--- src/rtl/core/hqm_pkg.sv ---
// Shared types, constants and helper functions for the HSL qualifier matte.
// No dependencies; every other file of the block imports this package.
package hqm_pkg;

   localparam int FRAC_BITS = 15;
   localparam int VAL_W = 16;
   localparam logic [VAL_W-1:0] ONE = VAL_W'(1 << FRAC_BITS);

   // Restoring divider geometry: numerator and divisor up to 18 bits,
   // quotient of 16 bits, one quotient bit per stage.
   localparam int DIV_W = 18;
   localparam int DIV_Q_W = 16;
   localparam int DIV_STAGES = DIV_Q_W;

   localparam int CSR_IDX_W = 3;
   localparam int CSR_DATA_W = 48;

   typedef enum logic [CSR_IDX_W-1:0] {
      CSR_HUE_WINDOW = 3'd0,
      CSR_SAT_WINDOW = 3'd1,
      CSR_LUM_WINDOW = 3'd2,
      CSR_BLACK_CLIP = 3'd3,
      CSR_WHITE_CLIP = 3'd4,
      CSR_INVERT     = 3'd5
   } csr_index_type;

   typedef enum logic [1:0] {
      MAX_RED   = 2'd0,
      MAX_GREEN = 2'd1,
      MAX_BLUE  = 2'd2
   } max_sel_type;

   typedef struct packed {
      logic [VAL_W-1:0] margin;
      logic [VAL_W-1:0] hi;
      logic [VAL_W-1:0] lo;
   } window_type;

   typedef struct packed {
      window_type       hue;
      window_type       sat;
      window_type       lum;
      logic [VAL_W-1:0] black;
      logic [VAL_W-1:0] white;
      logic             invert;
   } cfg_type;

   // Output of the colour-space front end, ready for the first divider bank.
   typedef struct packed {
      logic             valid;
      logic [DIV_W-1:0] sat_n;
      logic [DIV_W-1:0] sat_d;
      logic [DIV_W-1:0] hue_n;
      logic [DIV_W-1:0] hue_d;
      logic             hue_neg;
      logic             grey;
      logic [VAL_W-1:0] lum;
   } front_type;

   typedef struct packed {
      logic             in_band;
      logic             ramp;
      logic [DIV_W-1:0] span;
      logic [DIV_W-1:0] margin;
   } ramp_req_type;

   typedef struct packed {
      logic                   valid;
      ramp_req_type [3:0]     req;
   } ramp_stage_type;

   // Classifies a value against one window and returns the margin distance
   // that the ramp divider needs. The lower margin takes priority.
   function automatic ramp_req_type ramp_setup(input logic [VAL_W-1:0] v,
                                               input logic [VAL_W:0]   lo,
                                               input logic [VAL_W:0]   hi,
                                               input logic [VAL_W-1:0] margin);
      logic [DIV_W-1:0] v18;
      logic [DIV_W-1:0] lo18;
      logic [DIV_W-1:0] hi18;
      logic [DIV_W-1:0] s18;
      logic             below;
      logic             above;
      ramp_req_type     res;
      v18   = DIV_W'(v);
      lo18  = DIV_W'(lo);
      hi18  = DIV_W'(hi);
      s18   = DIV_W'(margin);
      below = (margin != '0) && (v18 < lo18) && ((v18 + s18) > lo18);
      above = (margin != '0) && (v18 > hi18) && (v18 < (hi18 + s18));
      res.in_band = (v18 >= lo18) && (v18 <= hi18);
      res.ramp    = !res.in_band && (below || above);
      res.span    = below ? (v18 + s18 - lo18) : (hi18 + s18 - v18);
      res.margin  = s18;
      return res;
   endfunction

endpackage

--- src/rtl/core/hqm_ramp_setup.sv ---
// Window classification stage: compares hue, saturation and luminance with
// their windows and forms the four margin divisions. Uses hqm_pkg.
module hqm_ramp_setup
   import hqm_pkg::*;
(
   input  logic             clock,
   input  logic             reset,
   input  logic             en,
   input  logic             in_valid,
   input  logic [VAL_W-1:0] hue,
   input  logic [VAL_W-1:0] sat,
   input  logic [VAL_W-1:0] lum,
   input  cfg_type          cfg,
   output ramp_stage_type   ramp_out
);

   ramp_stage_type stage_ff;
   ramp_stage_type stage_in;
   logic           wrapped;

   always_comb begin
      wrapped        = (cfg.hue.lo > cfg.hue.hi);
      stage_in       = '0;
      stage_in.valid = in_valid;
      if (wrapped) begin
         // Wrapped hue: sub-windows [low, one] and [0, high].
         stage_in.req[0] = ramp_setup(hue, {1'b0, cfg.hue.lo}, {1'b0, ONE},
                                      cfg.hue.margin);
         stage_in.req[1] = ramp_setup(hue, '0, {1'b0, cfg.hue.hi}, cfg.hue.margin);
      end else begin
         stage_in.req[0] = ramp_setup(hue, {1'b0, cfg.hue.lo}, {1'b0, cfg.hue.hi},
                                      cfg.hue.margin);
      end
      stage_in.req[2] = ramp_setup(sat, {1'b0, cfg.sat.lo}, {1'b0, cfg.sat.hi},
                                   cfg.sat.margin);
      stage_in.req[3] = ramp_setup(lum, {1'b0, cfg.lum.lo}, {1'b0, cfg.lum.hi},
                                   cfg.lum.margin);
   end

   always_ff @(posedge clock) begin
      if (en) begin
         stage_ff.req <= stage_in.req;
      end
      if (reset) begin
         stage_ff.valid <= 1'b0;
      end else if (en) begin
         stage_ff.valid <= stage_in.valid;
      end
   end

   assign ramp_out = stage_ff;

endmodule

--- config.mk ---
export PLATFORM = sky130hd
export DESIGN_NAME = hqm_ramp_setup
export DESIGN_NICKNAME = d
export VERILOG_FILES = /design/src/rtl/core/hqm_pkg.sv /design/src/rtl/core/hqm_ramp_setup.sv
export SDC_FILE = /design/constraint.sdc
export NUM_CORES = 1
export LEC_CHECK = 0
export BUFFER_PORTS_ARGS = -buffer_cell sky130_fd_sc_hd__buf_2
export CAP_MARGIN = 20
export CELL_PAD_IN_SITES_DETAIL_PLACEMENT = 1
export CELL_PAD_IN_SITES_GLOBAL_PLACEMENT = 2
export CORE_MARGIN = 1
export CORE_UTILIZATION = 23
export CTS_CLUSTER_DIAMETER = 60
export DETAILED_ROUTE_END_ITERATION = 10
export PLACE_DENSITY = 0.57
export SLEW_MARGIN = 20
export SYNTH_ARGS = -nofsm -noshare
export SYNTH_HDL_FRONTEND = slang
export SYNTH_SLANG_ARGS = --single-unit
--- constraint.sdc ---
create_clock -name clock -period 6.8 [get_ports clock]
set_input_delay 1.36 -clock clock [delete_from_list [all_inputs] [get_ports clock]]
set_output_delay 1.36 -clock clock [all_outputs]
set_load 0.01 [all_outputs]
==> results.toml <==
[placement]
place.gp.congestion = 0.875
place_inst = 3558
dp_hpwl_um = 64400
place_ws_ns = 0.631
port-buffer-count = 340

[clock_tree]
clkLatencyLatePin_ns = 0.49
cts_resized = 0
cts_buffers = 17
clk_pin_slew_ns = 0.07
cts.hold.buffers_added = 0
clkSinkCount = 145
cts_tree = "built"
htreeDepth = 4
cts_buffer_depth = 2
post_cts_buffers = 0
clock-root-buffer = "clkbuf_16"

[synthesis]
ys.flop_type = "edfxtp_1"
synth_seq_cells = 145
synthTopCellsByArea = "ha_1 25%, edfxtp_1 23%, inv_1 5.5%"
ys_seq_area_share_pct = 23.0
syn_area_sq_um = 18900
ys_warn_count = 0
ys_types = 83
synthCells = 2171
synth-edff-count = 144
synth_top_area_share_pct = 25.4
async_reset_ff_share_pct = 0
yosysTopAreaCell = "ha_1"
syn_area_per_cell_sq_um = 8.71

[cells_and_area]
drive_gt1_share_pct = 16.6
final_common_cell = "ha_1"
layout_common_cells = "384 x ha_1, 339 x buf_2, 276 x inv_1, 201 x a21oi_1, 150 x nor2_1"
largest_reg_flops = 145
diodes = 0
nNetsFinal = 3143
layout.cells.non_filler = 3589
syn_to_final_growth_pct = 19.3

[timing]
finalMaxSlewViolations = 0
setup_viol = 0
rsz0062_at_grt = "no"
finalHoldViolations = 0
max_slew_margin_pct = 36.8
skew_ns = 0
period_needed_ns = 5.70
fin_crit_sh_pct = 83.8
max_freq_mhz = 175
fin_setup_tns_ns = 0
worst_slack_ns = 1.10
tightest_slew_ns = 0.948

[worst_setup_path]
crit_fanout = 15
critPathArrivalTime_ns = 6.04
start_kind = "primary input"
max_stage_delay_ns = 0.84
required_ns = 7.15
path_class = "in -> reg"
path_cells = "buf_2 -> ha_1 -> inv_1 -> fa_1 -> nor2b_1 -> o31ai_1 -> a21oi_1 -> o211ai_1 -> a21boi_0 -> nor2_1 -> xnor2_1 -> ha_1 -> a21o_1 -> a21oi_1 -> inv_1 -> a31o_2 -> o21ai_1 -> a21oi_2 -> a2111oi_0 -> a41o_1"
crit_path_end_kind = "flop"
critPathSlowestCell = "a2111oi_0"

[global_route]
antenna_found_initial = 2
overflow = 0
grt_use_total_pct = 17.8
grt_pass1_vias = 18000
grt_pass1_wl_um = 110000
grt_max_degree = 72

[floorplanning]
dieArea_sq_um = 83400
rows = 104
fp.dieW_um = 289
io_pins = 382
core_sq_um = 80900
start_util_pct = 23.4
die_h_um = 289

[routing]
vias = 17100
dr.pass1.iters = 5
wire_per_inst_um = 20.9
detail_route.wirelength_um = 74900
viasPerCell = 4.77
drtAntennaViolNets = 0
drc = 0
dr.first_iter.drc_count = 668

[hold_path]
hold_class = "reg -> reg"

[power]
p_per_area_nw_per_um2 = 231
leakage_nw = 10.8
ir_worst_vdd_mv = 0.169

[run_status]
status = "completed"

[job]
maxCapViolCount = 0
[cells in the mapped netlist, types with 20 or more instances]
master and count:
nor3_1 46, ha_1 384, o21bai_1 25, a21oi_1 202, nand2b_1 32, xnor2_1 108, nor2_1 150, and3_1 20
o211ai_1 20, nor4_1 21, inv_1 276, o21ai_0 96, nand4_1 34, o21a_1 50, a21o_1 74, nand2_1 94
xor2_1 58, nor2b_1 39, a211oi_1 21, edfxtp_1 144
[cells by family after synthesis]
| logic type | after synthesis | share of synthesized area (%) |
|---|---|---|
| fa+ha+maj | 397 | 26.8 |
| xor+xnor | 166 | 7.69 |
| compound gates | 618 | 21.2 |
| simple gates | 507 | 13.4 |
| buf+inv | 311 | 6.44 |
| mux | 26 | 1.43 |
| flops | 145 | 23.0 |
| other cells | 1 | 0.0198 |
[per-layer routing]
layer  vias to the layer above  wire (um)  track usage, %
li1                       8450          -               -
met1                      8357      35300            23.0
met2                       273      35900            30.7
met3                        43       2710            3.10
met4                         2       1020            3.93
met5                         -         14               0
[layout make-up]
cell class	instances	area, sq um
clock buffers	18	429
multi-input cells	1722	13400
inverters	277	1040
repair buffers	354	1830
well taps	1060	1330
clock inverters	13	210
flip-flops and latches	145	4340
fillers	9695	58400
[critical path: cells and delay by family]
kind | cells | cell delay [ns]
and+or+nand+nor | 2 | 0.21
xor gates and xnor gates | 1 | 0.13
buffers and inverters | 3 | 0.26
adders and majority gates | 3 | 0.71
AOI/OAI and AO/OA | 11 | 3.34
[through the flow]
| stage | hold slack, ns | power (mW) | instance area [sq um] | util, % |
|---|---|---|---|---|
| 2_1_floorplan | 0.528 | 3.12 | 18900 | - |
| 3_3_place_gp | 0.472 | 4.11 | 21900 | 27.1 |
| 3_5_place_dp | 0.492 | 4.15 | 21900 | 27.1 |
| 4_1_cts | 0.513 | 5.29 | 22600 | 27.9 |
| 5_1_grt | 0.560 | 5.59 | 22600 | 27.9 |
| 6_report | 0.508 | 5.20 | 22600 | 27.9 |
[final timing paths]
path	from	end	cells after the start	slack (ns)
max	lum[0]	ramp_out[149]$_DFFE_PP_	20	1.10
min	ramp_out[152]$_SDFFE_PP0P_	ramp_out[152]$_SDFFE_PP0P_	2	0.51
max reg2reg	ramp_out[152]$_SDFFE_PP0P_	ramp_out[152]$_SDFFE_PP0P_	2	6.21
min reg2reg	ramp_out[152]$_SDFFE_PP0P_	ramp_out[152]$_SDFFE_PP0P_	2	0.51
[power breakdown]
group / total [mW] / internal, mW / switching (mW)
Combinational: 2.82 / 1.12 / 1.70
Sequential: 1.29 / 1.23 / 0.0600
Clock: 1.09 / 0.650 / 0.444
Total: 5.20 / 3.00 / 2.21
Note: power is estimated with default switching activity, not from simulation.
