==> config.mk <==
export PLATFORM = sky130hd
export DESIGN_NAME = hqm_matte_back
export DESIGN_NICKNAME = d
export VERILOG_FILES = /design/src/rtl/core/hqm_pkg.sv /design/src/rtl/core/hqm_matte_back.sv
export SDC_FILE = /design/constraint.sdc
export NUM_CORES = 1
export LEC_CHECK = 0
export BUFFER_PORTS_ARGS = -buffer_cell sky130_fd_sc_hd__buf_2
export CAP_MARGIN = 30
export CORE_ASPECT_RATIO = 0.5
export CORE_MARGIN = 4
export CORE_UTILIZATION = 55
export CTS_CLUSTER_SIZE = 20
export DETAILED_ROUTE_END_ITERATION = 7
export PLACE_DENSITY_LB_ADDON = 0.3
export SYNTH_ARGS = -nofsm -noshare
export SYNTH_HDL_FRONTEND = slang
export SYNTH_SLANG_ARGS = --single-unit
==> constraint.sdc <==
create_clock -name clock -period 6.2 [get_ports clock]
set_input_delay 0.62 -clock clock [delete_from_list [all_inputs] [get_ports clock]]
set_output_delay 0.62 -clock clock [all_outputs]
set_load 0.1 [all_outputs]
==> src/rtl/core/hqm_pkg.sv <==
// Shared types, constants and helper functions for the HSL qualifier matte.
// No dependencies; every other file of the block imports this package.
package hqm_pkg;

   localparam int FRAC_BITS = 15;
   localparam int VAL_W = 16;
   localparam logic [VAL_W-1:0] ONE = VAL_W'(1 << FRAC_BITS);

   // Restoring divider geometry: numerator and divisor up to 18 bits,
   // quotient of 16 bits, one quotient bit per stage.
   localparam int DIV_W = 18;
   localparam int DIV_Q_W = 16;
   localparam int DIV_STAGES = DIV_Q_W;

   localparam int CSR_IDX_W = 3;
   localparam int CSR_DATA_W = 48;

   typedef enum logic [CSR_IDX_W-1:0] {
      CSR_HUE_WINDOW = 3'd0,
      CSR_SAT_WINDOW = 3'd1,
      CSR_LUM_WINDOW = 3'd2,
      CSR_BLACK_CLIP = 3'd3,
      CSR_WHITE_CLIP = 3'd4,
      CSR_INVERT     = 3'd5
   } csr_index_type;

   typedef enum logic [1:0] {
      MAX_RED   = 2'd0,
      MAX_GREEN = 2'd1,
      MAX_BLUE  = 2'd2
   } max_sel_type;

   typedef struct packed {
      logic [VAL_W-1:0] margin;
      logic [VAL_W-1:0] hi;
      logic [VAL_W-1:0] lo;
   } window_type;

   typedef struct packed {
      window_type       hue;
      window_type       sat;
      window_type       lum;
      logic [VAL_W-1:0] black;
      logic [VAL_W-1:0] white;
      logic             invert;
   } cfg_type;

   // Output of the colour-space front end, ready for the first divider bank.
   typedef struct packed {
      logic             valid;
      logic [DIV_W-1:0] sat_n;
      logic [DIV_W-1:0] sat_d;
      logic [DIV_W-1:0] hue_n;
      logic [DIV_W-1:0] hue_d;
      logic             hue_neg;
      logic             grey;
      logic [VAL_W-1:0] lum;
   } front_type;

   typedef struct packed {
      logic             in_band;
      logic             ramp;
      logic [DIV_W-1:0] span;
      logic [DIV_W-1:0] margin;
   } ramp_req_type;

   typedef struct packed {
      logic                   valid;
      ramp_req_type [3:0]     req;
   } ramp_stage_type;

   // Classifies a value against one window and returns the margin distance
   // that the ramp divider needs. The lower margin takes priority.
   function automatic ramp_req_type ramp_setup(input logic [VAL_W-1:0] v,
                                               input logic [VAL_W:0]   lo,
                                               input logic [VAL_W:0]   hi,
                                               input logic [VAL_W-1:0] margin);
      logic [DIV_W-1:0] v18;
      logic [DIV_W-1:0] lo18;
      logic [DIV_W-1:0] hi18;
      logic [DIV_W-1:0] s18;
      logic             below;
      logic             above;
      ramp_req_type     res;
      v18   = DIV_W'(v);
      lo18  = DIV_W'(lo);
      hi18  = DIV_W'(hi);
      s18   = DIV_W'(margin);
      below = (margin != '0) && (v18 < lo18) && ((v18 + s18) > lo18);
      above = (margin != '0) && (v18 > hi18) && (v18 < (hi18 + s18));
      res.in_band = (v18 >= lo18) && (v18 <= hi18);
      res.ramp    = !res.in_band && (below || above);
      res.span    = below ? (v18 + s18 - lo18) : (hi18 + s18 - v18);
      res.margin  = s18;
      return res;
   endfunction

endpackage

==> src/rtl/core/hqm_matte_back.sv <==
// Back end: turns the ramp quotients into weights, multiplies them and
// applies the clean-black, clean-white and invert controls. Uses hqm_pkg.
module hqm_matte_back
   import hqm_pkg::*;
(
   input  logic                     clock,
   input  logic                     reset,
   input  logic                     en,
   input  logic                     in_valid,
   input  logic [3:0]               in_band,
   input  logic [3:0]               ramp,
   input  logic [3:0][DIV_Q_W-1:0]  quot,
   input  cfg_type                  cfg,
   output logic                     out_valid,
   output logic [VAL_W-1:0]         matte
);

   logic             v6_ff, v7_ff, v8_ff, v9_ff;
   logic [VAL_W-1:0] hw_ff, sw_ff, lw_ff, lw7_ff;
   logic [VAL_W-1:0] p1_ff, p2_ff, matte_ff;

   logic [3:0][VAL_W-1:0] w;
   logic [2*VAL_W-1:0]    m1, m2;
   logic [VAL_W:0]        white_sum;
   logic [VAL_W-1:0]      snap, matte_in;

   always_comb begin
      for (int i = 0; i < 4; i++) begin
         w[i] = in_band[i] ? ONE : (ramp[i] ? VAL_W'(quot[i]) : '0);
      end
      m1 = hw_ff * sw_ff;
      m2 = p1_ff * lw7_ff;
   end

   always_comb begin
      snap = p2_ff;
      if (p2_ff <= cfg.black) snap = '0;
      white_sum = {1'b0, snap} + {1'b0, cfg.white};
      if (white_sum >= {1'b0, ONE}) snap = ONE;
      matte_in = cfg.invert ? (ONE - snap) : snap;
   end

   always_ff @(posedge clock) begin
      if (reset) begin
         v6_ff <= 1'b0;
         v7_ff <= 1'b0;
         v8_ff <= 1'b0;
         v9_ff <= 1'b0;
      end else if (en) begin
         v6_ff <= in_valid;
         v7_ff <= v6_ff;
         v8_ff <= v7_ff;
         v9_ff <= v8_ff;
      end
   end

   always_ff @(posedge clock) begin
      if (en) begin
         hw_ff    <= (w[0] > w[1]) ? w[0] : w[1];
         sw_ff    <= w[2];
         lw_ff    <= w[3];
         p1_ff    <= m1[FRAC_BITS +: VAL_W];
         lw7_ff   <= lw_ff;
         p2_ff    <= m2[FRAC_BITS +: VAL_W];
         matte_ff <= matte_in;
      end
   end

   assign out_valid = v9_ff;
   assign matte     = matte_ff;

endmodule

==> summary.log <==
INFO  flow_run       maxCapViolCount=0
INFO  synthesis      mappedNetlistNets=3139
INFO  floorplan      die_y=147.8um
INFO  worst_setup_path timing.rr.start=p1_ff[11]
INFO  min_path       hp-class=in2reg
INFO  worst_setup_path r2r_setup_slack=0.09ns
INFO  sta            holdWs=0.3964ns
INFO  floorplan      boundaryPins=270
INFO  detailed_routing detailedRoute.firstIterationViolations=946
INFO  detailed_routing wl_per_cell=15.70um
INFO  layout         syn2layout_area_growth=13.88%
INFO  grt            grt_first_pass_wirelength=79010um
INFO  clock_network  worstSkewPairLatency=0.43ns
INFO  detailed_routing residual_drc=0
INFO  synthesis      yosys.area.top_type_share=0.3587
INFO  worst_setup_path r2r-end=p2_ff[13]
INFO  worst_setup_path cp_data_arrival_time=6.29ns
INFO  synthesis      sequential_share_of_the_synthesized_area=0.1603
INFO  grt            grt_start_max_net_pins=81
INFO  min_path       holdCritStartpoint=reset
INFO  layout         seq_cell_area=3443squm
INFO  placement      hpwl=38790um
INFO  detailed_routing drt-pass1-iter-count=7
INFO  layout         number_of_filler_instances_in_the_final_layout=3046
INFO  grt            globalRoute.totalOverflow=0
INFO  layout         layoutNonFillerInstCount=3001
INFO  clock_network  cts_buffer_depth=2
INFO  layout         layout-drive-gt1-share=0.1427
INFO  sta            fmaxAchievable=0.1636GHz
INFO  detailed_routing route.vias.total=15648
INFO  synthesis      mappedNetlistArea=21480squm
INFO  detailed_routing post_drt_via_cell_ratio=5.214
INFO  placement      placed_cells=2930
INFO  clock_network  cts_tree=built
INFO  grt            globalRouteTotalUtil=0.2288
INFO  synthesis      post-synth-top-area-cell=fa_1
INFO  min_path       hold_depth=2
INFO  placement      gp_routability_congestion=0.8828
INFO  synthesis      yosys_warnings=0
INFO  synthesis      synth.area.top_cells=fa_1 36%, edfxtp_1 16%, ha_1 14%
INFO  floorplan      die_area=42480squm
INFO  sta            timing.final.hold_violations=0
INFO  floorplan      dieWidth=287.5um
INFO  synthesis      synth_cell_type_count=64
INFO  synthesis      postSynth.asyncResetShare=0
INFO  sta            timing.final.crit_share=0.9861
INFO  floorplan      fp.coreArea=37970squm
INFO  synthesis      synth_edf_count=112
INFO  sta            slew-limit-headroom=0.3506
INFO  layout         nNetsFinal=3349
INFO  worst_setup_path startpoint_type=flip-flop
INFO  worst_setup_path end_kind=flip-flop
INFO  clock_network  cts_inserted_buffers=17
INFO  synthesis      postSynthRegisterBits=116
INFO  clock_network  cts.hold.buffers_added=0
INFO  min_path       worst_hold_path.endpoint=out_valid
INFO  grt            first_global_vias=16693
INFO  worst_setup_path crit_required=6.38ns
INFO  synthesis      synth_area_per_cell=9.515squm
INFO  layout         n_antenna_cell=0
INFO  sta            final.setup_skew=0.01598ns
INFO  worst_setup_path worst_r2r_path_depth=22
INFO  sta            timing.final.crit_period=6.114ns
INFO  clock_network  htree_levels=4
INFO  sta            setup_violations=0
INFO  worst_setup_path worstPathMaxFanout=12
INFO  sta            timing.final.max_slew_violations=0
INFO  grt            antenna_found_initial=1
INFO  placement      numPortBuffers=125
INFO  clock_network  cts-root-buf=clkbuf_16
INFO  detailed_routing totalWireLength=47120um
INFO  synthesis      synth_top_flop_cell=edfxtp_1
INFO  sta            grt_setup_unrepaired=yes
INFO  run_status     outcome=completed
INFO  floorplan      initial_utilization=0.5658
INFO  sta            tightestPinTransition=0.9721ns
INFO  clock_network  clkSlewWorstSetupHoldPaths=0.06ns
INFO  clock_network  cts_num_sinks=116
INFO  layout         multi_input_area=16150squm
INFO  floorplan      num_rows=50
INFO  synthesis      synthCells=2258
INFO  detailed_routing drt.antenna.violating_nets=0
INFO  worst_setup_path path_class=reg2reg
INFO  sta            fin_setup_tns=0ns
-- layer usage --
metal	track usage	wire length (um)	up-vias
met1	0.3021	20470	7679
met4	0.05627	840	2
met2	0.3896	22300	543
li1	-	-	7343
met3	0.04807	3490	81
met5	0	13	-
-- placed cells by master (no fill, tap or decap), types with 5 or more instances in the layout --
| master | Yosys | final |
|---|---|---|
| and2_1 | 218 | 217 |
| edfxtp_1 | 112 | 112 |
| ha_1 | 243 | 234 |
| a211oi_2 | 1 | 5 |
| o21ai_0 | 17 | 15 |
| a21boi_0 | 8 | 6 |
| buf_2 | 1 | 124 |
| ha_4 | 0 | 8 |
| nor3_1 | 10 | 9 |
| buf_4 | 1 | 133 |
| fa_2 | 0 | 5 |
| nor2b_1 | 15 | 14 |
| clkbuf_16 | 0 | 17 |
| o21a_1 | 6 | 6 |
| nand4_1 | 12 | 12 |
| inv_1 | 489 | 481 |
| nand2_1 | 396 | 393 |
| a21oi_2 | 0 | 6 |
| buf_6 | 0 | 9 |
| a31oi_1 | 10 | 9 |
| mux2i_1 | 21 | 21 |
| nand3_1 | 12 | 12 |
| fa_1 | 385 | 380 |
| a21oi_1 | 40 | 34 |
| inv_2 | 0 | 8 |
| xnor2_1 | 32 | 32 |
| nor2_1 | 40 | 38 |
| clkinvlp_4 | 0 | 6 |
| xor2_1 | 14 | 14 |
| a21o_1 | 24 | 24 |
| nand2b_1 | 5 | 5 |
| o211ai_1 | 7 | 7 |
-- area by class of cell --
type	instances	area share
Sequential cell	116	0.1407
Timing Repair Buffer	268	0.07226
Tap cell	520	0.02659
Clock inverter	14	0.007620
Inverter	489	0.07502
Clock buffer	18	0.01754
Multi-Input combinational cell	1576	0.6602
-- worst max-delay path by stage --
stage                         start  slack, ns  depth (start not counted)         to
after floorplan           hw_ff[13]       0.21                         22  p1_ff[13]
after global placement    lw7_ff[1]      0.004                         23  p2_ff[14]
after detailed placement   p1_ff[9]      -0.05                         23  p2_ff[14]
after CTS                  hw_ff[6]       0.01                         19  p1_ff[12]
after global routing       p1_ff[8]      -0.17                         23  p2_ff[14]
final                     p1_ff[11]       0.09                         22  p2_ff[13]
-- synth_stat cells (4+ instances only) --
master,n
xnor2_1,32
nor2b_1,15
o21a_1,6
nor3_1,10
xor2_1,14
fa_1,385
nand2_1,396
o21ai_0,17
clkbuf_1,73
a21boi_0,8
edfxtp_1,112
nand4_1,12
nor2_1,40
nand2b_1,5
and2_1,218
a21o_1,24
mux2i_1,21
a31oi_1,10
a21oi_1,40
o211ai_1,7
dfxtp_1,4
ha_1,243
a211oi_1,8
nand3_1,12
inv_1,489
-- registers in the layout, summed over array words and instances, names as in the netlist, 16 cells and up --
register	cells
p1_ff	16
p2_ff	16
lw_ff	16
sw_ff	16
matte	16
hw_ff	16
lw7_ff	16
-- worst max-delay path: stages (launching register included) --
cell	delay (ns)
edfxtp_1	0.50
buf_4	0.18
buf_4	0.17
and2_1	0.16
fa_1	0.53
inv_1	0.07
fa_1	0.44
fa_1	0.52
inv_1	0.05
fa_1	0.49
fa_1	0.42
ha_1	0.30
ha_1	0.34
a211oi_2	0.31
nand2_1	0.15
o41ai_2	0.33
buf_4	0.16
a211o_1	0.13
a21boi_2	0.07
buf_4	0.14
buf_4	0.12
nor3_1	0.18
nor2_2	0.07
-- timing repair --
item / 4_1_cts / 5_1_grt
buffers inserted: 8 / 30
resized for setup: 1 / 62
pin swaps: 0 / 34
endpoints found under the setup margin: 3 / 23
-- through the flow --
stage / worst slack [ns] / util / area [sq um]
after floorplan: 0.2140 / - / 21480
after global placement: 0.004012 / 0.6126 / 23260
after detailed placement: -0.05431 / 0.6126 / 23260
after CTS: 0.01318 / 0.6303 / 23940
after global routing: -0.1689 / 0.6443 / 24470
final: 0.08593 / 0.6443 / 24470
-- kinds of logic (layout without fill, tap and decap cells) --
logic type,count (synthesis),in the layout,share of synthesized area
AOI/OAI and AO/OA,153,153,0.04985
adders and majority gates,628,628,0.5003
xor gates and xnor gates,46,46,0.01875
DFF,116,116,0.1603
muxes,21,21,0.009784
and+or+nand+nor,728,728,0.1619
buffers and inverters,566,789,0.09918
Power is not shown: default switching activity piles up to over one toggle a cycle in this logic, so the estimate is an artifact.
