**config.mk**
```make
export PLATFORM = sky130hd
export DESIGN_NAME = hqm_div_pipe
export DESIGN_NICKNAME = d
export VERILOG_FILES = /design/src/rtl/core/hqm_pkg.sv /design/src/rtl/core/hqm_div_pipe.sv
export SDC_FILE = /design/constraint.sdc
export NUM_CORES = 1
export LEC_CHECK = 0
export BUFFER_PORTS_ARGS = -buffer_cell sky130_fd_sc_hd__buf_2
export CORE_AREA = 2 2 309 311
export CTS_BUF_LIST = sky130_fd_sc_hd__clkbuf_4 sky130_fd_sc_hd__clkbuf_8
export DETAILED_ROUTE_END_ITERATION = 12
export DIE_AREA = 0 0 311 313
export SLEW_MARGIN = 20
export SYNTH_ARGS = -nofsm -noshare
export SYNTH_HDL_FRONTEND = slang
export SYNTH_SLANG_ARGS = --single-unit
```
**constraint.sdc**
```tcl
create_clock -name clock -period 9.1 [get_ports clock]
set_input_delay 0.455 -clock clock [delete_from_list [all_inputs] [get_ports clock]]
set_output_delay 0.455 -clock clock [all_outputs]
set_load 0.005 [all_outputs]
```
**src/rtl/core/hqm_pkg.sv**
```systemverilog
// Shared types, constants and helper functions for the HSL qualifier matte.
// No dependencies; every other file of the block imports this package.
package hqm_pkg;

   localparam int FRAC_BITS = 15;
   localparam int VAL_W = 16;
   localparam logic [VAL_W-1:0] ONE = VAL_W'(1 << FRAC_BITS);

   // Restoring divider geometry: numerator and divisor up to 18 bits,
   // quotient of 16 bits, one quotient bit per stage.
   localparam int DIV_W = 18;
   localparam int DIV_Q_W = 16;
   localparam int DIV_STAGES = DIV_Q_W;

   localparam int CSR_IDX_W = 3;
   localparam int CSR_DATA_W = 48;

   typedef enum logic [CSR_IDX_W-1:0] {
      CSR_HUE_WINDOW = 3'd0,
      CSR_SAT_WINDOW = 3'd1,
      CSR_LUM_WINDOW = 3'd2,
      CSR_BLACK_CLIP = 3'd3,
      CSR_WHITE_CLIP = 3'd4,
      CSR_INVERT     = 3'd5
   } csr_index_type;

   typedef enum logic [1:0] {
      MAX_RED   = 2'd0,
      MAX_GREEN = 2'd1,
      MAX_BLUE  = 2'd2
   } max_sel_type;

   typedef struct packed {
      logic [VAL_W-1:0] margin;
      logic [VAL_W-1:0] hi;
      logic [VAL_W-1:0] lo;
   } window_type;

   typedef struct packed {
      window_type       hue;
      window_type       sat;
      window_type       lum;
      logic [VAL_W-1:0] black;
      logic [VAL_W-1:0] white;
      logic             invert;
   } cfg_type;

   // Output of the colour-space front end, ready for the first divider bank.
   typedef struct packed {
      logic             valid;
      logic [DIV_W-1:0] sat_n;
      logic [DIV_W-1:0] sat_d;
      logic [DIV_W-1:0] hue_n;
      logic [DIV_W-1:0] hue_d;
      logic             hue_neg;
      logic             grey;
      logic [VAL_W-1:0] lum;
   } front_type;

   typedef struct packed {
      logic             in_band;
      logic             ramp;
      logic [DIV_W-1:0] span;
      logic [DIV_W-1:0] margin;
   } ramp_req_type;

   typedef struct packed {
      logic                   valid;
      ramp_req_type [3:0]     req;
   } ramp_stage_type;

   // Classifies a value against one window and returns the margin distance
   // that the ramp divider needs. The lower margin takes priority.
   function automatic ramp_req_type ramp_setup(input logic [VAL_W-1:0] v,
                                               input logic [VAL_W:0]   lo,
                                               input logic [VAL_W:0]   hi,
                                               input logic [VAL_W-1:0] margin);
      logic [DIV_W-1:0] v18;
      logic [DIV_W-1:0] lo18;
      logic [DIV_W-1:0] hi18;
      logic [DIV_W-1:0] s18;
      logic             below;
      logic             above;
      ramp_req_type     res;
      v18   = DIV_W'(v);
      lo18  = DIV_W'(lo);
      hi18  = DIV_W'(hi);
      s18   = DIV_W'(margin);
      below = (margin != '0) && (v18 < lo18) && ((v18 + s18) > lo18);
      above = (margin != '0) && (v18 > hi18) && (v18 < (hi18 + s18));
      res.in_band = (v18 >= lo18) && (v18 <= hi18);
      res.ramp    = !res.in_band && (below || above);
      res.span    = below ? (v18 + s18 - lo18) : (hi18 + s18 - v18);
      res.margin  = s18;
      return res;
   endfunction

endpackage

```
**src/rtl/core/hqm_div_pipe.sv**
```systemverilog
// Pipelined restoring divider, one quotient bit per register stage.
// Depends on hqm_pkg; the numerator must be below twice the divisor.
module hqm_div_pipe
   import hqm_pkg::*;
(
   input  logic               clock,
   input  logic               en,
   input  logic [DIV_W-1:0]   n_in,
   input  logic [DIV_W-1:0]   d_in,
   output logic [DIV_Q_W-1:0] q_out
);

   logic [DIV_W-1:0]   rem_ff [DIV_STAGES];
   logic [DIV_W-1:0]   d_ff   [DIV_STAGES];
   logic [DIV_Q_W-1:0] q_ff   [DIV_STAGES];

   // First stage decides the integer bit, which is 0 or 1 here.
   logic             bit0;
   logic [DIV_W-1:0] rem0_in;

   always_comb begin
      bit0    = (n_in >= d_in);
      rem0_in = bit0 ? (n_in - d_in) : n_in;
   end

   always_ff @(posedge clock) begin
      if (en) begin
         rem_ff[0] <= rem0_in;
         d_ff[0]   <= d_in;
         q_ff[0]   <= DIV_Q_W'(bit0);
      end
   end

   for (genvar k = 1; k < DIV_STAGES; k++) begin : g_stage
      logic [DIV_W:0]   r2;
      logic             qb;
      logic [DIV_W-1:0] rem_in;

      always_comb begin
         r2     = {rem_ff[k-1], 1'b0};
         qb     = (r2 >= {1'b0, d_ff[k-1]});
         rem_in = qb ? DIV_W'(r2 - {1'b0, d_ff[k-1]}) : DIV_W'(r2);
      end

      always_ff @(posedge clock) begin
         if (en) begin
            rem_ff[k] <= rem_in;
            d_ff[k]   <= d_ff[k-1];
            q_ff[k]   <= {q_ff[k-1][DIV_Q_W-2:0], qb};
         end
      end
   end

   assign q_out = q_ff[DIV_STAGES-1];

endmodule

```
==> results.json, run 1 <==
{
  "status": "finished, final reports clean",
  "viasPerCell": 5.08,
  "yosysWarnings": 0,
  "netlist.area_leader.share_pct": 54.4,
  "hold_viol_final": 0,
  "h-tree-depth": 3,
  "cts_tree": "built",
  "ant_nets": 0,
  "tightestPinTransition_ns": 1.06,
  "core_area_um2": 94200,
  "ys.flop_type": "edfxtp_1",
  "fillers": 8759,
  "rsz0062_at_grt": "no",
  "fp.dieW_um": 311,
  "slew_violations": 0,
  "slowest_delay_ns": 0.55,
  "netlist_area_um2": 37300,
  "period_share_pct": 42.4,
  "postCtsSetupRepairBufs": 0,
  "crit_top_cell": "o31a_1",
  "worstPathArrival_ns": 4.34,
  "clk_pin_slew_ns": 0.06,
  "rr_endpoint": "rem_ff[0][37]$_DFFE_PP_",
  "routed-via-count": 23700,
  "clock_path_buffers": 3,
  "gr-total-overflow": 0,
  "relSlewSlack_pct": 29.3,
  "path_class": "reg2reg",
  "synth_edf_count": 676,
  "cts_sinks": 676,
  "die-area_um2": 97300,
  "rows": 113,
  "syn2layout_area_growth_pct": 11.5,
  "leakagePower_nw": 16.7,
  "skew_ns": 0.0421,
  "drtIter0Drc": 1286,
  "hp-class": "in2reg",
  "rrSetupSlack_ns": 5.25,
  "insertion_delay_ns": 0.75,
  "setup_violations": 0,
  "cts_root_buf": "clkbuf_8",
  "synth_seq_cells": 676,
  "grtUsageTotal_pct": 15.3,
  "crit_fanout": 35,
  "grt_max_degree": 178,
  "ir_worst_vdd_uv": 141,
  "async_flop_share_pct": 0,
  "hold_slack_ns": 0.0768,
  "rr_worst_depth": 9,
  "dr.pass1.iters": 7,
  "wl_um": 74400,
  "p_per_area_nw_per_um2": 325,
  "post-route-drc-count": 0,
  "crit-reg2reg-launch": "rem_ff[0][18]$_SDFFCE_PN0P_",
  "holdCritStartpoint": "n_in[0]",
  "grt_pass1_wl_um": 121000,
  "ios": 54,
  "cp_slowest_cell": "o41ai_2",
  "fin_util_pct": 44.2,
  "place.gp.congestion": 0.860,
  "post-route-min-period_ns": 3.85,
  "synthCells": 3149,
  "io_buffer_count": 53,
  "die_h_um": 313,
  "wl_per_cell_um": 16.0,
  "synth_area_leaders": "edfxtp_1, ha_1, mux2_2, inv_1, a21oi_1",
  "fmax_ghz": 0.259,
  "worstPathCellList": "ha_1 -> nor2b_1 -> o31a_1 -> o31a_1 -> o41ai_2 -> o41ai_1 -> a2111oi_4 -> buf_4 -> mux2_1",
  "multi_input_area_um2": 15400,
  "yosys.cell_types.count": 77,
  "grt_pass1_vias": 23900,
  "syn_avg_cell_area_um2": 11.9,
  "required_ns": 9.59,
  "yosys.area.top_type": "edfxtp_1",
  "yosysSeqAreaShare_pct": 54.4,
  "initial_core_util_pct": 39.6,
  "final_nets": 3640,
  "regArea_um2": 20300,
  "drive_gt1_share_pct": 12.5,
  "fin_setup_tns_ns": 0,
  "whs_endpoint": "rem_ff[0][0]$_DFFE_PP_",
  "dp_hpwl_um": 54900,
  "cts_made_buffers": 115,
  "critPathLaunchType": "register",
  "antenna_found_initial": 1,
  "maxCapViolations": 0,
  "cp-end-kind": "register",
  "syn_nets": 3489,
  "whs_path_depth": 3
}
-- state kept, by name (all words and copies together), names as in the netlist --
signal	cells
rem_ff	270
d_ff	270
q_ff	136
-- cells in the final DEF (no fill, tap or decap), drive strengths merged, types with 12 or more instances in the layout --
| cell | instances |
|---|---|
| nand4 | 29 |
| fa | 15 |
| buf | 67 |
| dlygate4sd3 | 34 |
| o21ai | 192 |
| mux2i | 13 |
| nand2 | 174 |
| clkbuf | 147 |
| xor2 | 80 |
| edfxtp | 676 |
| clkinv | 54 |
| and3 | 19 |
| o21a | 38 |
| xnor2 | 123 |
| a211oi | 35 |
| nand2b | 28 |
| o21bai | 30 |
| nor2 | 178 |
| mux2 | 157 |
| ha | 287 |
| a21oi | 228 |
| o31a | 12 |
| a21o | 89 |
| o31ai | 16 |
| nand3 | 38 |
| a2111oi | 12 |
| nor2b | 36 |
| a31oi | 34 |
| nor3 | 39 |
| inv | 357 |
-- cell families (layout without fill, tap and decap cells) --
logic type      after synthesis  after routing  synth area share [%]
xor+xnor                    203            203                  4.76
compound gates              778            778                  13.2
buf+inv                     418            664                  4.44
fa+ha+maj                   302            302                  10.4
other cells                   0              1                     0
mux                         170            170                  5.09
flops                       676            676                  54.4
simple gates                602            602                  7.65
-- routing by layer --
layer	global-route usage (%)	vias up	routed length, um
met1	17.4	11200	29900
met2	28.5	435	39000
met4	5.85	0	2460
met5	0	-	0
met3	2.67	148	3060
li1	-	11900	-
-- area by class of cell --
class                   instances  share of cell area, %
clock inverters                65                   1.09
inverters                     351                   3.17
clock buffers                 147                   4.40
well taps                    1265                   3.80
flip-flops and latches        676                   48.8
diodes                          1                0.00601
repair buffers                101                   1.76
multi-input cells            2055                   37.0
-- worst max-delay path by stage --
stage,from,end,slack [ns],cells past startpoint
after global routing,rem_ff[0][18]$_SDFFCE_PN0P_,rem_ff[0][37]$_DFFE_PP_,5.07,9
final,rem_ff[0][18]$_SDFFCE_PN0P_,rem_ff[0][37]$_DFFE_PP_,5.25,9
after CTS,rem_ff[0][18]$_SDFFCE_PN0P_,rem_ff[0][37]$_DFFE_PP_,5.32,9
after detailed placement,n_in[0],rem_ff[0][11]$_DFFE_PP_,5.27,13
after global placement,rem_ff[0][18]$_SDFFCE_PN0P_,rem_ff[0][37]$_DFFE_PP_,5.34,9
after floorplan,n_in[0],rem_ff[0][10]$_DFFE_PP_,5.88,13
-- power breakdown --
part	internal [mW]	total [mW]	switching, mW
clock network	1.46	2.72	1.25
logic	2.67	5.84	3.17
registers	4.56	4.96	0.402
-- through the flow --
| stage | area (um^2) | power [mW] | instances | setup slack (ns) |
|---|---|---|---|---|
| after CTS | 41600 | 13.7 | 4660 | 5.32 |
| after floorplan | 37300 | 9.46 | 3149 | 5.88 |
| after global placement | 39000 | 10.8 | 4414 | 5.34 |
| after global routing | 41600 | 14.6 | 4661 | 5.07 |
| after detailed placement | 39000 | 10.8 | 4414 | 5.27 |
| final | 41600 | 13.5 | 4661 | 5.25 |
-- synthesized netlist by cell type, types with 10 or more instances --
master and count:
a2111oi_0 10, a211o_1 10, a211oi_1 35, a21o_1 89, a21oi_1 228, a31oi_1 33
and2_1 10, and3_1 19, buf_2 17, buf_4 16, clkbuf_1 32, edfxtp_1 676
fa_1 15, ha_1 287, inv_1 351, mux2_2 156, mux2i_1 13, nand2_1 174
nand2b_1 28, nand3_1 38, nand4_1 29, nor2_1 175, nor2b_1 36, nor3_1 39
o211ai_1 11, o21a_1 38, o21ai_0 183, o21bai_1 30, o31a_1 12, o31ai_1 15
xnor2_1 123, xor2_1 80
-- worst max-delay path: cells and delay by family, from the launching register on --
kind / cells / cell delay, ns
AO/OA/AOI/OAI: 5 / 1.90
adder cells (fa/ha/maj): 1 / 0.34
buffers and inverters: 1 / 0.38
flip-flops: 1 / 0.43
multiplexers: 1 / 0.36
AND/OR/NAND/NOR: 1 / 0.15
-- timing repair --
action,4_1_cts,5_1_grt
endpoints found under the hold margin,34,0
resized for setup,0,0
hold buffers,34,0
Note: power is estimated with default switching activity, not from simulation.
==> inputs of run 2 (changes only) <==
- ABC_AREA: default -> 1
- CORE_AREA: 2 2 309 311 -> 2 2 332 334
- DIE_AREA: 0 0 311 313 -> 0 0 334 336
- clock period: 9.1 -> 3.6 ns (I/O delays scaled with it)
==> results.json, run 2 <==
{
  "routed-via-count": 32800,
  "rr_worst_depth": 11,
  "ant_nets": 0,
  "fillers": 10700,
  "rows": 121,
  "yosysSeqAreaShare_pct": 47.1,
  "yosys.area.top_type": "edfxtp_1",
  "rsz0062_at_grt": "no",
  "initial_core_util_pct": 39.7,
  "grt_max_degree": 87,
  "cts_tree": "built",
  "whs_path_depth": 2,
  "place.gp.congestion": 0.911,
  "holdCritStartpoint": "d_in[4]",
  "cts_sinks": 676,
  "worstPathArrival_ns": 3.24,
  "dr.pass1.iters": 6,
  "post-route-drc-count": 0,
  "synthCells": 5006,
  "synthTopCellsByCount": "nand2_1, inv_1, edfxtp_1",
  "skew_ns": 0.0632,
  "synth_area_leaders": "edfxtp_1, nand2_1, ha_1, inv_1, nand3_1",
  "tightestPinTransition_ns": 0.785,
  "syn_avg_cell_area_um2": 8.61,
  "fin_setup_tns_ns": 0,
  "required_ns": 4.15,
  "fin_util_pct": 43.9,
  "placed_area_um2": 44800,
  "pre_cts_slack_ns": 0.948,
  "syn_nets": 5346,
  "hold_slack_ns": 0.145,
  "ir_worst_vdd_uv": 386,
  "synth_seq_cells": 676,
  "die_h_um": 336,
  "drive_gt1_share_pct": 10.7,
  "crit_fanout": 26,
  "cp-end-kind": "register",
  "dp_hpwl_um": 87700,
  "hp-class": "in2reg",
  "io_buffer_count": 53,
  "rrSetupSlack_ns": 0.92,
  "netlist_area_um2": 43100,
  "cts_root_buf": "clkbuf_8",
  "leakagePower_nw": 22.6,
  "wl_um": 114000,
  "rr_endpoint": "rem_ff[0][24]$_DFFE_PP_",
  "yosysWarnings": 0,
  "combPwrFrac_pct": 47.5,
  "wl_per_cell_um": 17.0,
  "clk_pin_slew_ns": 0.07,
  "clock_path_buffers": 3,
  "viasPerCell": 4.91,
  "status": "finished, final reports clean",
  "whs_endpoint": "d_ff[0][4]$_DFFE_PP_",
  "stdcell_area_um2": 47500,
  "biggestRegsByFlops": "d_ff (270), rem_ff (270), q_ff (136)",
  "p_sw_share_pct": 43.5,
  "p_per_area_nw_per_um2": 801,
  "synth_most_common_cell": "nand2_1",
  "gr-total-overflow": 0,
  "power.switching_mw": 16.6,
  "final_nets": 5514,
  "core_area_um2": 108000,
  "insertion_delay_ns": 0.79,
  "die-area_um2": 112000,
  "maxCapViolations": 0,
  "layout_common_cells": "nand2_1, inv_1, edfxtp_1, nand3_1, ha_1",
  "p_clk_share_pct": 18.7,
  "async_flop_share_pct": 0,
  "drtIter0Drc": 2570,
  "critPathLaunchType": "register",
  "h-tree-depth": 3,
  "ios": 54,
  "place_inst": 6436,
  "netlist.area_leader.share_pct": 47.1,
  "fin_ws_ns": 0.918,
  "yosys.cell_types.count": 42,
  "slew_violations": 0,
  "fp.dieW_um": 334,
  "instances_no_fill": 6681,
  "relSlewSlack_pct": 47.5,
  "syn2layout_area_growth_pct": 10.4,
  "path_class": "reg2reg",
  "power_mw": 38.1,
  "p_int_mw": 21.5,
  "grtUsageTotal_pct": 20.3,
  "post-route-min-period_ns": 2.68,
  "final_common_cell": "nand2_1",
  "synth_edf_count": 676,
  "ys.flop_type": "edfxtp_1",
  "grt_pass1_wl_um": 178000,
  "crit-reg2reg-launch": "d_ff[0][5]$_DFFE_PP_",
  "setup_violations": 0,
  "cts_resized": 0,
  "cts_made_buffers": 113,
  "antenna_found_initial": 4,
  "grt_pass1_vias": 32000,
  "period_share_pct": 74.5,
  "hold_viol_final": 0,
  "fmax_ghz": 0.373,
  "critPathLaunch": "d_ff[0][5]$_DFFE_PP_",
  "pwr-share-seq_pct": 33.8
}
run 2: power groups by stage:
stage | Clock [mW] | Combinational, mW | Sequential, mW
floorplan | 0 | 14.0 | 12.2
global placement | 0 | 17.9 | 13.0
detailed placement | 0 | 18.0 | 13.0
CTS | 7.37 | 18.1 | 12.9
global route | 7.66 | 20.6 | 13.0
finish | 7.11 | 18.1 | 12.9
run 2: cell families after synthesis:
group,count (synthesis),share of synthesized area (%)
AND/OR/NAND/NOR,2796,29.1
buffers and inverters,857,8.34
flip-flops,676,47.1
adder cells (fa/ha/maj),302,9.03
AO/OA/AOI/OAI,242,3.72
XOR/XNOR,133,2.70
run 2: area by class of cell:
type | count | area [um^2] | share of cell area [%]
antenna | 1 | 2.50 | 0.00526
sequential | 676 | 20300 | 42.7
clock inverter | 60 | 520 | 1.09
tap | 1414 | 1770 | 3.72
inverter | 790 | 2970 | 6.25
multi-input combinational | 3473 | 19200 | 40.4
timing repair buffer | 120 | 983 | 2.07
clock buffer | 147 | 1810 | 3.81
run 2: worst max path at each step:
stage               slack [ns]                           to
finish                    0.92      rem_ff[0][24]$_DFFE_PP_
detailed placement        0.95      rem_ff[0][24]$_DFFE_PP_
global route              0.66      rem_ff[0][22]$_DFFE_PP_
CTS                       0.91      rem_ff[0][24]$_DFFE_PP_
global placement          0.94      rem_ff[0][24]$_DFFE_PP_
floorplan                 1.67  rem_ff[1][36]$_SDFFCE_PN0P_
run 2: layer usage:
layer / GRT usage (%) / part of all wire [%]
met5: 0 / 0
met4: 6.60 / 2.9
met3: 2.82 / 4.6
met2: 34.2 / 47
met1: 26.9 / 45
run 2: critical path, stage by stage (launching register included):
cell and delay (ns):
edfxtp_1 0.53, inv_1 0.08, ha_1 0.36, nand2_1 0.13
inv_1 0.06, nand2_1 0.06, nand2_1 0.07, nand2_1 0.06
nand2_1 0.05, nand2_1 0.10, nand4_4 0.45, o21ai_2 0.50
run 2: what timing repair did:
item / in CTS / in global routing
setup buffers: 0 / 0
setup endpoints to repair: 0 / 0
endpoints found under the hold margin: 109 / 0
hold buffers: 37 / 0
